$ cat src/rtl/periodic_timer_table_top_assert.svh
// Assertion helpers shared by the timer table modules.
`ifndef PERIODIC_TIMER_TABLE_TOP_ASSERT_SVH
`define PERIODIC_TIMER_TABLE_TOP_ASSERT_SVH

// Same-cycle implication.
`define PTT_ASSERT_IMP(label, clk, rst, ante, cons, msg) \
   label: assert property (@(posedge clk) disable iff (rst) (ante) |-> (cons)) \
      else $error(msg);

// Next-cycle implication.
`define PTT_ASSERT_NXT(label, clk, rst, ante, cons, msg) \
   label: assert property (@(posedge clk) disable iff (rst) (ante) |=> (cons)) \
      else $error(msg);

`endif

$ cat src/rtl/ptt_pkg.sv
package ptt_pkg;

   localparam int NUM_TIMERS_DEF = 16;

   localparam int OP_W   = 2;
   localparam int KIND_W = 2;
   localparam int ID_W   = 32;
   localparam int TIME_W = 48;

   localparam logic [OP_W-1:0] OP_ADD    = 2'd0;
   localparam logic [OP_W-1:0] OP_CANCEL = 2'd1;
   localparam logic [OP_W-1:0] OP_TICK   = 2'd2;
   localparam logic [OP_W-1:0] OP_UNUSED = 2'd3;

   localparam logic [KIND_W-1:0] KIND_ADD    = 2'd0;
   localparam logic [KIND_W-1:0] KIND_CANCEL = 2'd1;
   localparam logic [KIND_W-1:0] KIND_FIRE   = 2'd2;
   localparam logic [KIND_W-1:0] KIND_NOFIRE = 2'd3;

   typedef enum logic [1:0] {
      ST_IDLE,
      ST_SCAN,
      ST_FIN
   } state_type;

   // datapath -> sequencer
   typedef struct packed {
      logic start;
      logic hit;
      logic stall;
      logic out_free;
   } seq_stat_type;

   // sequencer -> datapath
   typedef struct packed {
      logic idle;
      logic fin;
      logic rd_en;
      logic eval_vld;
   } seq_ctrl_type;

endpackage

$ cat src/rtl/ptt_if.sv
interface ptt_req_if;
   logic                         valid;
   logic                         ready;
   logic [ptt_pkg::OP_W-1:0]     operation;
   logic [ptt_pkg::ID_W-1:0]     period_ms;
   logic [ptt_pkg::ID_W-1:0]     cancel_id;
   logic [ptt_pkg::TIME_W-1:0]   now_ms;

   modport source (output valid, output operation, output period_ms,
                   output cancel_id, output now_ms, input ready);
   modport sink   (input valid, input operation, input period_ms,
                   input cancel_id, input now_ms, output ready);
endinterface

interface ptt_rsp_if;
   logic                         valid;
   logic                         ready;
   logic [ptt_pkg::KIND_W-1:0]   kind;
   logic [ptt_pkg::ID_W-1:0]     tmr_id;
   logic                         ok;
   logic                         last;

   modport source (output valid, output kind, output tmr_id, output ok,
                   output last, input ready);
   modport sink   (input valid, input kind, input tmr_id, input ok,
                   input last, output ready);
endinterface

$ cat src/rtl/ptt_ram.sv
module ptt_ram #(
   parameter int WIDTH = 32,
   parameter int DEPTH = 16,
   localparam int AW = (DEPTH > 1) ? $clog2(DEPTH) : 1
) (
   input  logic             clock,
   input  logic             wr_en,
   input  logic [AW-1:0]    wr_addr,
   input  logic [WIDTH-1:0] wr_data,
   input  logic             rd_en,
   input  logic [AW-1:0]    rd_addr,
   output logic [WIDTH-1:0] rd_data
);

   logic [WIDTH-1:0] mem_ff [DEPTH];
   logic [WIDTH-1:0] rd_data_ff;

   always_ff @(posedge clock) begin
      if (wr_en) begin
         mem_ff[wr_addr] <= wr_data;
      end
      if (rd_en) begin
         rd_data_ff <= mem_ff[rd_addr];
      end
   end

   assign rd_data = rd_data_ff;

endmodule

$ cat src/rtl/ptt_alu.sv
// Shared deadline unit: saturating add of a period to a time, and time compare.
module ptt_alu (
   input  logic [ptt_pkg::TIME_W-1:0] base,
   input  logic [ptt_pkg::ID_W-1:0]   addend,
   input  logic [ptt_pkg::TIME_W-1:0] limit,
   output logic [ptt_pkg::TIME_W-1:0] sum_sat,
   output logic                       ge
);

   localparam int SW = ptt_pkg::TIME_W + 1;

   logic [SW-1:0] sum_full;

   assign sum_full = SW'(base) + SW'(addend);
   assign sum_sat  = sum_full[SW-1] ? '1 : sum_full[SW-2:0];
   assign ge       = (base >= limit);

endmodule

$ cat src/rtl/ptt_seq.sv
`include "periodic_timer_table_top_assert.svh"

// Slot scan sequencer: one table read a cycle unless held, evaluated next cycle.
module ptt_seq #(
   parameter int NUM_TIMERS = ptt_pkg::NUM_TIMERS_DEF,
   localparam int IW = (NUM_TIMERS > 1) ? $clog2(NUM_TIMERS) : 1,
   localparam int CW = $clog2(NUM_TIMERS + 1)
) (
   input  logic                  clock,
   input  logic                  reset,
   input  ptt_pkg::seq_stat_type stat,
   output ptt_pkg::seq_ctrl_type ctrl,
   output logic [IW-1:0]         rd_addr,
   output logic [IW-1:0]         eval_idx
);

   ptt_pkg::state_type state_ff, state_in;
   logic [CW-1:0]      issue_ff, issue_in;
   logic               eval_vld_ff, eval_vld_in;
   logic [IW-1:0]      eval_idx_ff, eval_idx_in;

   logic adv;
   logic more;
   logic scan_done;

   assign more      = (issue_ff < CW'(NUM_TIMERS));
   assign scan_done = !more && !eval_vld_ff;
   assign adv       = (state_ff == ptt_pkg::ST_SCAN) && !stat.stall && !stat.hit;

   // next state
   always_comb begin
      state_in = state_ff;
      unique case (state_ff)
         ptt_pkg::ST_IDLE: begin
            if (stat.start) state_in = ptt_pkg::ST_SCAN;
         end
         ptt_pkg::ST_SCAN: begin
            if (stat.hit || scan_done) state_in = ptt_pkg::ST_FIN;
         end
         ptt_pkg::ST_FIN: begin
            if (stat.out_free) state_in = ptt_pkg::ST_IDLE;
         end
         default: state_in = ptt_pkg::ST_IDLE;
      endcase
   end

   // scan counters
   always_comb begin
      issue_in    = issue_ff;
      eval_vld_in = eval_vld_ff;
      eval_idx_in = eval_idx_ff;
      if (stat.start) begin
         issue_in    = '0;
         eval_vld_in = 1'b0;
      end else if (adv) begin
         eval_vld_in = more;
         eval_idx_in = issue_ff[IW-1:0];
         if (more) issue_in = issue_ff + CW'(1);
      end
   end

   // outputs
   always_comb begin
      ctrl.idle     = (state_ff == ptt_pkg::ST_IDLE);
      ctrl.fin      = (state_ff == ptt_pkg::ST_FIN);
      ctrl.eval_vld = (state_ff == ptt_pkg::ST_SCAN) && eval_vld_ff;
      ctrl.rd_en    = adv && more;
      rd_addr       = issue_ff[IW-1:0];
      eval_idx      = eval_idx_ff;
   end

   always_ff @(posedge clock) begin
      if (reset) begin
         state_ff    <= ptt_pkg::ST_IDLE;
         issue_ff    <= '0;
         eval_vld_ff <= 1'b0;
      end else begin
         state_ff    <= state_in;
         issue_ff    <= issue_in;
         eval_vld_ff <= eval_vld_in;
      end
      eval_idx_ff <= eval_idx_in;
   end

   `PTT_ASSERT_IMP(a_issue_bound, clock, reset, 1'b1, issue_ff <= CW'(NUM_TIMERS), "scan count overran table")
   `PTT_ASSERT_NXT(a_fin_waits, clock, reset, (state_ff == ptt_pkg::ST_FIN) && !stat.out_free, state_ff == ptt_pkg::ST_FIN, "final result dropped while output busy")

endmodule

$ cat src/rtl/periodic_timer_table_top.sv
// Channel  Dir  Modport        Payload
// req_if   in   ptt_req_if     operation, period_ms, cancel_id, now_ms
// rsp_if   out  ptt_rsp_if     kind, tmr_id, ok, last
//
// Each transaction scans the table one slot a cycle, unless a tick stalls,
// through the slot RAMs and the shared deadline unit; the last result is
// registered once the scan has finished and the output register is free,
// and ready returns with it. An add or cancel that finds its slot ends the
// scan early; an unused operation code starts no scan. req_if.ready is high
// only between transactions.
// A tick stalls on a second fire while the output register is still occupied.
// Reset is synchronous; it clears active bits, valid flags and tick time, and sets the next id to one.
`include "periodic_timer_table_top_assert.svh"

module periodic_timer_table_top #(
   parameter int NUM_TIMERS = ptt_pkg::NUM_TIMERS_DEF
) (
   input  logic      clock,
   input  logic      reset,
   ptt_req_if.sink   req_if,
   ptt_rsp_if.source rsp_if
);

   localparam int IW  = (NUM_TIMERS > 1) ? $clog2(NUM_TIMERS) : 1;
   localparam int IDW = ptt_pkg::ID_W;
   localparam int TW  = ptt_pkg::TIME_W;
   localparam int KW  = ptt_pkg::KIND_W;

   ptt_pkg::seq_stat_type stat;
   ptt_pkg::seq_ctrl_type ctrl;
   logic [IW-1:0]         rd_addr;
   logic [IW-1:0]         eval_idx;

   logic [ptt_pkg::OP_W-1:0] op_ff, op_in;
   logic [IDW-1:0]           interval_ff, interval_in;
   logic [IDW-1:0]           cid_ff, cid_in;
   logic [TW-1:0]            last_tick_ff, last_tick_in;
   logic [IDW-1:0]           next_id_ff, next_id_in;
   logic [NUM_TIMERS-1:0]    active_ff, active_in;

   logic                     pend_vld_ff, pend_vld_in;
   logic [KW-1:0]            pend_kind_ff, pend_kind_in;
   logic [IDW-1:0]           pend_id_ff, pend_id_in;
   logic                     pend_ok_ff, pend_ok_in;

   logic                     rsp_vld_ff, rsp_vld_in;
   logic [KW-1:0]            rsp_kind_ff, rsp_kind_in;
   logic [IDW-1:0]           rsp_id_ff, rsp_id_in;
   logic                     rsp_ok_ff, rsp_ok_in;
   logic                     rsp_last_ff, rsp_last_in;

   logic [2*IDW-1:0] meta_rd;
   logic [IDW-1:0]   id_rd;
   logic [IDW-1:0]   period_rd;
   logic [TW-1:0]    dl_rd;
   logic [TW-1:0]    dl_sum;
   logic             dl_ge;

   logic             accept;
   logic             is_add, is_cancel, is_tick;
   logic             slot_on;
   logic             add_hit, cancel_hit, fire, fire_go;
   logic             out_free;
   logic [IDW-1:0]   next_id_inc;
   logic             add_ok_out;
   logic             single_out;

   assign accept    = req_if.valid && ctrl.idle;
   assign is_add    = (op_ff == ptt_pkg::OP_ADD);
   assign is_cancel = (op_ff == ptt_pkg::OP_CANCEL);
   assign is_tick   = (op_ff == ptt_pkg::OP_TICK);

   assign id_rd     = meta_rd[2*IDW-1:IDW];
   assign period_rd = meta_rd[IDW-1:0];
   assign slot_on   = active_ff[eval_idx];

   assign add_hit    = ctrl.eval_vld && is_add && !slot_on;
   assign cancel_hit = ctrl.eval_vld && is_cancel && slot_on &&
                       (cid_ff != '0) && (id_rd == cid_ff);
   assign fire       = ctrl.eval_vld && is_tick && slot_on && dl_ge;
   assign out_free   = !rsp_vld_ff || rsp_if.ready;
   // a second fire pushes the held one out, which needs a free output register
   assign stat.stall = fire && pend_vld_ff && !out_free;
   assign fire_go    = fire && !stat.stall;

   assign stat.start    = accept && (req_if.operation != ptt_pkg::OP_UNUSED);
   assign stat.hit      = add_hit || cancel_hit;
   assign stat.out_free = out_free;

   // identifier zero is never handed out
   assign next_id_inc = (next_id_ff + IDW'(1) == '0) ? IDW'(1) : next_id_ff + IDW'(1);

   ptt_seq #(
      .NUM_TIMERS (NUM_TIMERS)
   ) u_seq (
      .clock    (clock),
      .reset    (reset),
      .stat     (stat),
      .ctrl     (ctrl),
      .rd_addr  (rd_addr),
      .eval_idx (eval_idx)
   );

   ptt_alu u_alu (
      .base    (last_tick_ff),
      .addend  (is_tick ? period_rd : interval_ff),
      .limit   (dl_rd),
      .sum_sat (dl_sum),
      .ge      (dl_ge)
   );

   ptt_ram #(
      .WIDTH (2*IDW),
      .DEPTH (NUM_TIMERS)
   ) u_meta_ram (
      .clock   (clock),
      .wr_en   (add_hit),
      .wr_addr (eval_idx),
      .wr_data ({next_id_ff, interval_ff}),
      .rd_en   (ctrl.rd_en),
      .rd_addr (rd_addr),
      .rd_data (meta_rd)
   );

   ptt_ram #(
      .WIDTH (TW),
      .DEPTH (NUM_TIMERS)
   ) u_dl_ram (
      .clock   (clock),
      .wr_en   (add_hit || fire_go),
      .wr_addr (eval_idx),
      .wr_data (dl_sum),
      .rd_en   (ctrl.rd_en),
      .rd_addr (rd_addr),
      .rd_data (dl_rd)
   );

   always_comb begin
      op_in        = op_ff;
      interval_in  = interval_ff;
      cid_in       = cid_ff;
      last_tick_in = last_tick_ff;
      next_id_in   = next_id_ff;
      active_in    = active_ff;
      pend_vld_in  = pend_vld_ff;
      pend_kind_in = pend_kind_ff;
      pend_id_in   = pend_id_ff;
      pend_ok_in   = pend_ok_ff;
      rsp_vld_in   = rsp_vld_ff;
      rsp_kind_in  = rsp_kind_ff;
      rsp_id_in    = rsp_id_ff;
      rsp_ok_in    = rsp_ok_ff;
      rsp_last_in  = rsp_last_ff;

      if (accept) begin
         op_in       = req_if.operation;
         interval_in = req_if.period_ms;
         cid_in      = req_if.cancel_id;
         pend_id_in  = '0;
         pend_ok_in  = 1'b0;
         pend_vld_in = 1'b0;
         if (req_if.operation == ptt_pkg::OP_TICK) begin
            last_tick_in = req_if.now_ms;
         end
         // add and cancel start with their failure reply
         if (req_if.operation == ptt_pkg::OP_ADD) begin
            pend_vld_in  = 1'b1;
            pend_kind_in = ptt_pkg::KIND_ADD;
         end else if (req_if.operation == ptt_pkg::OP_CANCEL) begin
            pend_vld_in  = 1'b1;
            pend_kind_in = ptt_pkg::KIND_CANCEL;
            pend_id_in   = req_if.cancel_id;
         end
      end

      if (add_hit) begin
         active_in[eval_idx] = 1'b1;
         pend_id_in          = next_id_ff;
         pend_ok_in          = 1'b1;
         next_id_in          = next_id_inc;
      end

      if (cancel_hit) begin
         active_in[eval_idx] = 1'b0;
         pend_ok_in          = 1'b1;
      end

      if (rsp_if.ready) rsp_vld_in = 1'b0;

      // the newest fire is held back until it is known whether it is the last
      if (fire_go) begin
         if (pend_vld_ff) begin
            rsp_vld_in  = 1'b1;
            rsp_kind_in = pend_kind_ff;
            rsp_id_in   = pend_id_ff;
            rsp_ok_in   = pend_ok_ff;
            rsp_last_in = 1'b0;
         end
         pend_vld_in  = 1'b1;
         pend_kind_in = ptt_pkg::KIND_FIRE;
         pend_id_in   = id_rd;
         pend_ok_in   = 1'b0;
      end

      if (ctrl.fin && out_free) begin
         rsp_vld_in  = 1'b1;
         rsp_last_in = 1'b1;
         if (pend_vld_ff) begin
            rsp_kind_in = pend_kind_ff;
            rsp_id_in   = pend_id_ff;
            rsp_ok_in   = pend_ok_ff;
         end else begin
            rsp_kind_in = ptt_pkg::KIND_NOFIRE;
            rsp_id_in   = '0;
            rsp_ok_in   = 1'b0;
         end
         pend_vld_in = 1'b0;
      end
   end

   always_ff @(posedge clock) begin
      if (reset) begin
         last_tick_ff <= '0;
         next_id_ff   <= IDW'(1);
         active_ff    <= '0;
         pend_vld_ff  <= 1'b0;
         rsp_vld_ff   <= 1'b0;
      end else begin
         last_tick_ff <= last_tick_in;
         next_id_ff   <= next_id_in;
         active_ff    <= active_in;
         pend_vld_ff  <= pend_vld_in;
         rsp_vld_ff   <= rsp_vld_in;
      end
      op_ff        <= op_in;
      interval_ff  <= interval_in;
      cid_ff       <= cid_in;
      pend_kind_ff <= pend_kind_in;
      pend_id_ff   <= pend_id_in;
      pend_ok_ff   <= pend_ok_in;
      rsp_kind_ff  <= rsp_kind_in;
      rsp_id_ff    <= rsp_id_in;
      rsp_ok_ff    <= rsp_ok_in;
      rsp_last_ff  <= rsp_last_in;
   end

   assign req_if.ready  = ctrl.idle;
   assign rsp_if.valid  = rsp_vld_ff;
   assign rsp_if.kind   = rsp_kind_ff;
   assign rsp_if.tmr_id = rsp_id_ff;
   assign rsp_if.ok     = rsp_ok_ff;
   assign rsp_if.last   = rsp_last_ff;

   assign add_ok_out = rsp_vld_ff && (rsp_kind_ff == ptt_pkg::KIND_ADD) && rsp_ok_ff;
   assign single_out = rsp_vld_ff && (rsp_kind_ff != ptt_pkg::KIND_FIRE);

   `PTT_ASSERT_IMP(a_id_nonzero, clock, reset, 1'b1, next_id_ff != '0, "next identifier is zero")
   `PTT_ASSERT_IMP(a_add_ok_id, clock, reset, add_ok_out, rsp_id_ff != '0, "add ok without id")
   `PTT_ASSERT_IMP(a_reply_last, clock, reset, single_out, rsp_last_ff, "reply not marked last")
   `PTT_ASSERT_IMP(a_stall_cause, clock, reset, stat.stall, !out_free && pend_vld_ff, "bad stall")

endmodule

$ cat src/flat_wrapper.sv
// flat-port wrapper written by rule: the top's interface ports become plain ports
module periodic_timer_table_top_flat 
#(
   parameter int NUM_TIMERS = ptt_pkg::NUM_TIMERS_DEF
)
  (clock, reset, req_if_valid, req_if_operation, req_if_period_ms, req_if_cancel_id, req_if_now_ms, req_if_ready, rsp_if_valid, rsp_if_kind, rsp_if_tmr_id, rsp_if_ok, rsp_if_last, rsp_if_ready);
  ptt_req_if req_if_i ();
  ptt_rsp_if rsp_if_i ();
  input  logic clock;
  input  logic reset;
  input wire logic [$bits(req_if_i.valid)-1:0] req_if_valid;
  input wire logic [$bits(req_if_i.operation)-1:0] req_if_operation;
  input wire logic [$bits(req_if_i.period_ms)-1:0] req_if_period_ms;
  input wire logic [$bits(req_if_i.cancel_id)-1:0] req_if_cancel_id;
  input wire logic [$bits(req_if_i.now_ms)-1:0] req_if_now_ms;
  output wire logic [$bits(req_if_i.ready)-1:0] req_if_ready;
  output wire logic [$bits(rsp_if_i.valid)-1:0] rsp_if_valid;
  output wire logic [$bits(rsp_if_i.kind)-1:0] rsp_if_kind;
  output wire logic [$bits(rsp_if_i.tmr_id)-1:0] rsp_if_tmr_id;
  output wire logic [$bits(rsp_if_i.ok)-1:0] rsp_if_ok;
  output wire logic [$bits(rsp_if_i.last)-1:0] rsp_if_last;
  input wire logic [$bits(rsp_if_i.ready)-1:0] rsp_if_ready;
  assign req_if_i.valid = req_if_valid;
  assign req_if_i.operation = req_if_operation;
  assign req_if_i.period_ms = req_if_period_ms;
  assign req_if_i.cancel_id = req_if_cancel_id;
  assign req_if_i.now_ms = req_if_now_ms;
  assign req_if_ready = req_if_i.ready;
  assign rsp_if_valid = rsp_if_i.valid;
  assign rsp_if_kind = rsp_if_i.kind;
  assign rsp_if_tmr_id = rsp_if_i.tmr_id;
  assign rsp_if_ok = rsp_if_i.ok;
  assign rsp_if_last = rsp_if_i.last;
  assign rsp_if_i.ready = rsp_if_ready;
  periodic_timer_table_top #(.NUM_TIMERS(NUM_TIMERS)) u_core (.clock(clock), .reset(reset), .req_if(req_if_i), .rsp_if(rsp_if_i));
endmodule
$ cat config.mk
export PLATFORM = sky130hd
export DESIGN_NAME = periodic_timer_table_top_flat
export DESIGN_NICKNAME = d
export VERILOG_FILES = /design/src/rtl/ptt_pkg.sv /design/src/rtl/ptt_if.sv /design/src/rtl/ptt_ram.sv /design/src/rtl/ptt_alu.sv /design/src/rtl/ptt_seq.sv /design/src/rtl/periodic_timer_table_top.sv /design/src/flat_wrapper.sv
export VERILOG_INCLUDE_DIRS = /design/src /design/src/rtl
export SDC_FILE = /design/constraint.sdc
export NUM_CORES = 2
export LEC_CHECK = 0
export BUFFER_PORTS_ARGS = -buffer_cell sky130_fd_sc_hd__buf_2
export CORE_MARGIN = 2
export CORE_UTILIZATION = 50
export DETAILED_ROUTE_END_ITERATION = 8
export GPL_TIMING_DRIVEN = 0
export HOLD_SLACK_MARGIN = 0.1
export PLACE_DENSITY = 0.77
export SLEW_MARGIN = 20
export SYNTH_ARGS = -nofsm -noshare
export SYNTH_HDL_FRONTEND = slang
export SYNTH_SLANG_ARGS = --single-unit
$ cat constraint.sdc
create_clock -name clock -period 8.2 [get_ports clock]
set_input_delay 0.41 -clock clock [delete_from_list [all_inputs] [get_ports clock]]
set_output_delay 0.41 -clock clock [all_outputs]
set_load 0.02 [all_outputs]
# After elaboration in Yosys (flattened, before gate mapping)
# Memory sizes are Yosys's and may differ from the RTL's. A register that Yosys moved wholly into a read port is not among the register bits.
# Index checks and enable logic that the tools add are counted.
totals:
  word_cells: 142
  ramBits: 1792
  out_inout_bits: 38
  reg_bits: 247
  in_bits: 118
  n_memories: 2
op_classes:
  bitwise: 4
  n_eq_ne: 11
  add_sub_neg: 3
  n_reduce_logical: 52
  n_lt_le_gt_ge: 4
  n_mux: 47
mem_list:
  columns: ["name", "depth", "word_bits", "rd", "rd_clocked_by_memory_dff", "wr", "line", "source"]
  rows:
  - ["u_core.u_meta_ram.mem_ff", 16, 64, 1, 1, 1, "ptt_ram.sv:15", "logic [WIDTH-1:0] mem_ff [DEPTH];"]
  - ["u_core.u_dl_ram.mem_ff", 16, 48, 1, 1, 1, "ptt_ram.sv:15", null]
op_table:
  columns: ["op", "n"]
  rows:
  - ["32-bit two-way mux", 11]
  - ["48-bit by 32-bit adder with 49-bit output", 1]
  - ["48-bit >= comparator", 1]
  - ["48-bit two-way mux", 1]
  - ["32-bit by 1-bit adder with 32-bit output (second input constant)", 1]
  - ["32-bit equality test", 1]
  - ["32-bit logical NOT", 1]
  - ["16-bit two-way mux", 2]
  - ["32-bit nonzero test", 1]
  - ["1-bit logical AND", 21]
  - ["1-bit two-way mux", 21]
  - ["2-bit two-way mux", 9]
  - ["16-bit bitwise AND", 1]
  - ["16-bit inverter", 1]
  - ["16-bit OR", 1]
  - ["2-bit AND reduction", 6]
  - ["2-bit nonzero test", 4]
  - ["1-bit logical NOT", 7]
  - ["2-bit by 1-bit equality test with 1-bit output (second input constant)", 3]
  - ["2-bit equality test (second input constant)", 3]
  - ["2-bit logical NOT", 3]
  - ["2-bit != test (second input constant)", 3]
  - ["2-bit one-hot mux with 3 select lines", 1]
  - ["3-bit nonzero test", 2]
  - ["other kinds (11)", 15]

# Depth between registers and ports, before layout
depth:
  depth_word: 12
  ltp_mapped: 16
  depth_no_buf: 13

# Hierarchy
# A second synthesis with hierarchy kept.
unflattened:
  hier_cells: 4450
  hier_area_um2: 84835.1
by_module_without_submodules:
  columns: ["module", "cells_each", "instances", "seq_area_each_um2", "area_each_um2"]
  rows:
  - ["ptt_ram (u_core.u_meta_ram)", 1647, 1, 32671.3, 40222.3]
  - ["ptt_ram (u_core.u_dl_ram)", 1242, 1, 24503.5, 30171.4]
  - ["periodic_timer_table_top", 1012, 1, 6035.8, 10498.8]
  - ["ptt_alu", 492, 1, 0.0, 3385.7]
  - ["ptt_seq", 57, 1, 280.3, 556.8]

# Worst setup path before layout
# OpenSTA, ideal clock, no wires.
synth_path:
  path_type: "reg2reg"
  from: "reg u_core.u_seq.eval_idx_ff[0] (netlist: u_core.u_seq.eval_idx[0])"
  to: "reg u_core.u_seq.issue_ff[0]"
  path_stages_with_launch: 10
  synth_period_minus_slack_ps: 8030
  n_path_buf: 1
  slack_ps: 170
  t_arrival_ps: 7658
  setup_time_ps: 373
  required_time_ps: 7827
  path_cell_list: "edfxtp_1 > buf_2 > mux4_2 > mux2i_1 > mux2_2 > nor2_1 > nand3_1 > and3_1 > a21boi_1 > mux2i_1"
synth_between:
  elab_chain_len: 10
  word_cells_on_any_way: 17
  cone_classes: "2 x mux; 15 x reduce/logical"
synth_lines:
  columns: ["element", "line", "source"]
  rows:
  - ["start, declared", "ptt_seq.sv:20", "logic [IW-1:0] eval_idx_ff, eval_idx_in;"]
  - ["start signal, assigned", "ptt_seq.sv:82", "eval_idx_ff <= eval_idx_in;"]
  - ["1-bit binary-select mux with 4-bit select *", "periodic_timer_table_top.sv:75", "assign slot_on = active_ff[eval_idx];"]
  - ["1-bit two-way mux (implied by the code) *", "periodic_timer_table_top.sv:75", null]
  - ["1-bit logical AND (2 in series)", "periodic_timer_table_top.sv:80", "assign fire = ctrl.eval_vld && is_tick && slot_on && dl_ge;"]
  - ["1-bit logical AND (2 in series)", "periodic_timer_table_top.sv:83", "assign stat.stall = fire && pend_vld_ff && !out_free;"]
  - ["1-bit logical NOT", "ptt_seq.sv:28", "assign adv = (state_ff == ptt_pkg::ST_SCAN) && !stat.stall && !stat.hit;"]
  - ["1-bit logical AND", "ptt_seq.sv:28", null]
  - ["1-bit logical AND *", "ptt_seq.sv:28", null]
  - ["2-bit AND reduction (no line) *", null, null]
  - ["end signal, assigned", "ptt_seq.sv:79", "issue_ff <= issue_in;"]
  - ["end, declared", "ptt_seq.sv:18", "logic [CW-1:0] issue_ff, issue_in;"]
# Every way passes the cells marked *; elsewhere a longest branch is shown, timed or not. The select of a mux whose other input is x is not followed.
# A chain may end at the register's enable or synchronous reset.

# Final worst setup path
layout_path:
  from: "reg u_core.op_ff[0] (netlist name)"
  to: "mem u_core.u_dl_ram.mem_ff[11][38] (netlist name), data pin"
layout_between:
  elab_chain_len: 4
layout_lines:
  columns: ["element", "line", "source"]
  rows:
  - ["start, declared", "periodic_timer_table_top.sv:34", "logic [ptt_pkg::OP_W-1:0] op_ff, op_in;"]
  - ["start signal, assigned", "periodic_timer_table_top.sv:235", "op_ff <= op_in;"]
  - ["2-bit equality test", "periodic_timer_table_top.sv:71", "assign is_tick = (op_ff == ptt_pkg::OP_TICK);"]
  - ["32-bit two-way mux", "periodic_timer_table_top.sv:106", ".addend (is_tick ? period_rd : interval_ff),"]
  - ["48-bit by 32-bit adder with 49-bit output", "ptt_alu.sv:14", "assign sum_full = SW'(base) + SW'(addend);"]
  - ["48-bit two-way mux", "ptt_alu.sv:15", "assign sum_sat = sum_full[SW-1] ? '1 : sum_full[SW-2:0];"]
  - ["net u_core.dl_sum[38]", "periodic_timer_table_top.sv:56", "logic [TW-1:0] dl_sum;"]
  - ["end, declared", "ptt_ram.sv:15", null]
# The timed path passes the listed nets, and every way through them passes these cells.

==> reports/metrics.csv <==
metric,value,unit
status,completed,
FMAX,138.6,MHz
GRT overflow,0,
Max H-tree Level,4,
most numerous cell in the Yosys netlist,edfxtp_1,
Port Buffers,154,
Worst Hold Class,in2reg,
crit path time final,7217,ps
Fin Setup TNS,0,ps
WL per Instance,34.22,um
Placed Area,0.09201,mm2
fin nets,5021,
element type at the critical path end,flop,
WHS Endpoint,u_core.interval_ff[31]$_DFFE_PP_,
number of global-route vias before repair,47390,
Post-synth EDFFs,2041,
die area,0.1734,mm2
"Slew Viols, Final",0,
Worst IR Drop VDD,217.4,uV
Filler cells,11369,
Layout area overhead,17.53,%
Final Cycle Share,88.01,%
critical path startpoint category,flop,
P per Cell Area,229.8,mW/mm2
syn_nets,4418,
FF-to-FF setup slack,980,ps
final cell count without fillers,7218,
total CTS buffers,199,
Initial Util,50.30,%
Synth top area share,72.06,%
RR Endpoint,u_core.u_dl_ram.mem_ff[11][38]$_DFFE_PP_,
Clock Sinks,2151,
R2R cell count,14,
# hold bufs at CTS,116,
Reg area,0.06349,mm2
Leakage,31.74,nW
CTS tree,done,
Post-CTS Setup Repair Bufs,0,
placed wire-length estimate,154.0,mm
"Hold Vio Cnt, Final",0,
final hold slack,264.8,ps
die width,416.4,um
post-route ant nets,0,
Top-Level Pins,156,
Worst Setup SP,u_core.op_ff[0]$_DFFE_PP_,
crit path kind,reg2reg,
Critical Path AT,7560,ps
ys async rst share,0,%
"Top FF cell, synth",edfxtp_1,
Die Ht,416.4,um
Core Box Area,0.1691,mm2
Area contributors post-synth,"edfxtp_1 (72%), mux4_2 (15%), dfxtp_1 (2.6%), ha_1 (1.2%), nand2_1 (0.89%)",
"wirelength, routed",247.0,mm
DRC viols,0,
switching share of total power,21.65,%
1st-iter DRT viols,8171,
first-pass GRT wire length,347.6,mm
Switch Pwr,4.973,mW
worst rel slew slack,17.06,%
Worst-path clk slew,70,ps
row cnt,151,
antenna violations before repair,8,
post-placement cell count,6720,
DR pass1 iterations,7,
via count,47551,
Worst EP required,8540,ps
HP Start,req_if_period_ms[31],
sequential share of the synthesized area,74.65,%
endpoints failing setup,0,
Vias per Instance,6.588,
distinct cell type count after synthesis,71,
fin area,0.09995,mm2
Layout Skew,35.71,ps
Synth area leader,edfxtp_1,
Logic pwr share,5.0,%
register share of total power,53.4,%
Synth Cell Area,0.08505,mm2
actual transition at the worst max-transition pin,1244,ps
Commonest cells post-synth,"edfxtp_1 (2041), mux4_2 (564), nand2_1 (201), clkbuf_1 (148), a21oi_1 (136)",
syn avg cell area,20.17,um2
worst-path maximum fanout,16,
Max-cap violations,0,
clock buffer depth,3,
reg2reg start,u_core.op_ff[0]$_DFFE_PP_,
Final Wtd Congestion,0.9252,
largest net degree at the start of global routing,47,
share of cells above drive strength 1,26.72,%
Clock Tree Root,clkbuf_16,
Yosys reg bits,2151,
Clk pwr share,41.6,%
hold depth,2,
post-CTS sizing,0,
multi-input logic area,0.02077,mm2
Clock Latency Late Sink,860,ps
warnings from Yosys,0,
P_int,17.99,mW
Global Route Usage Sum,28.41,%
Mapped Cells,4217,
RSZ-0062 raised after global routing,no,
## state kept, by name, indices dropped and copies added, names as in the netlist, 4 cells and up
signal,cells
u_core.interval_ff,32
u_core.u_meta_ram.mem_ff,1024
u_core.u_seq.issue_ff,5
u_core.cid_ff,32
u_core.last_tick_ff,48
u_core.u_dl_ram.rd_data,48
u_core.rsp_if.tmr_id,32
u_core.pend_id_ff,32
u_core.u_seq.eval_idx,4
u_core.u_dl_ram.mem_ff,768
u_core.u_meta_ram.rd_data,64
u_core.next_id_ff,32
u_core.active_ff,16
## worst max path at each step
stage                     slack (ps)  depth (start not counted)                                       end
after floorplan                  170                          9     u_core.u_seq.issue_ff[0]$_SDFFE_PP0P_
after global placement         -7880                          9     u_core.u_seq.issue_ff[0]$_SDFFE_PP0P_
after detailed placement        1410                         14  u_core.u_dl_ram.mem_ff[12][38]$_DFFE_PP_
after CTS                       1310                         14   u_core.u_dl_ram.mem_ff[3][38]$_DFFE_PP_
after global routing             910                         16   u_core.u_dl_ram.mem_ff[3][38]$_DFFE_PP_
final                            980                         14  u_core.u_dl_ram.mem_ff[11][38]$_DFFE_PP_
## worst max-delay path: stages, from the launching register on
cell and delay [ps]:
edfxtp_1 430, nand2b_1 140, clkbuf_1 450, buf_1 860
mux2_2 510, ha_1 410, a21o_1 240, a211o_1 280
o21ai_1 390, o21a_1 270, o31a_1 390, a21oi_1 150
o21ai_1 750, clkbuf_1 660, nand3_1 770
## routing by layer
metal | share of wire (%) | track usage, % | wire, um | vias up
met3 | 10 | 6.265 | 25930 | 757
met5 | 0.0073 | 0 | 18 | -
met1 | 34 | 35.54 | 84030 | 24422
li1 | - | - | - | 18575
met4 | 7.7 | 18.63 | 19010 | 2
met2 | 48 | 45.04 | 118000 | 3795
## power groups by stage
| stage | Clock [mW] | Combinational, mW | Sequential [mW] |
|---|---|---|---|
| after global placement | 0 | 0.985 | 12.5 |
| after CTS | 9.59 | 1.12 | 12.3 |
| after detailed placement | 0 | 1.06 | 12.5 |
| after floorplan | 0 | 0.647 | 12.4 |
| final | 9.56 | 1.14 | 12.3 |
| after global routing | 9.97 | 1.19 | 12.3 |
## cell type report
cell class	instances	share of cell area (%)
diodes	3	0.007511
inverters	74	0.2829
flip-flops and latches	2151	63.52
clock buffers	255	5.296
well taps	2218	2.776
clock inverters	123	1.394
repair buffers	402	5.048
plain buffers	213	0.8963
multi-input cells	1779	20.78
## cell families (layout without fill, tap and decap cells)
kind of cell / count (synthesis) / in the layout / share of synthesized area, %
AO/OA/AOI/OAI: 332 / 332 / 2.457
XOR/XNOR: 98 / 98 / 1.009
adder cells (fa/ha/maj): 83 / 83 / 1.230
buffers and inverters: 287 / 1067 / 1.301
flip-flops: 2151 / 2151 / 74.65
multiplexers: 617 / 617 / 15.62
other: 0 / 3 / 0
AND/OR/NAND/NOR: 649 / 649 / 3.729
## placed cells by master, fill, tap and decap left out, types with 70 or more instances in the layout
master / Yosys / final
ha_1: 82 / 82
dfxtp_1: 110 / 110
buf_16: 0 / 70
clkbuf_1: 148 / 169
inv_1: 73 / 72
clkbuf_16: 0 / 202
a21oi_1: 136 / 136
edfxtp_1: 2041 / 2041
nand2_1: 201 / 200
nor2_1: 122 / 90
mux4_2: 564 / 564
dlygate4sd3_1: 0 / 116
buf_2: 16 / 175
nand3_1: 75 / 75
## metrics by stage
step	util, %	power, mW	setup slack (ps)
finish	59.11	22.97	982.9
floorplan	-	13.10	169.6
global route	59.11	23.43	909.9
global placement	52.39	13.49	-7884
CTS	59.06	22.96	1313
detailed placement	54.41	13.54	1410
Note: power is estimated with default switching activity, not from simulation.
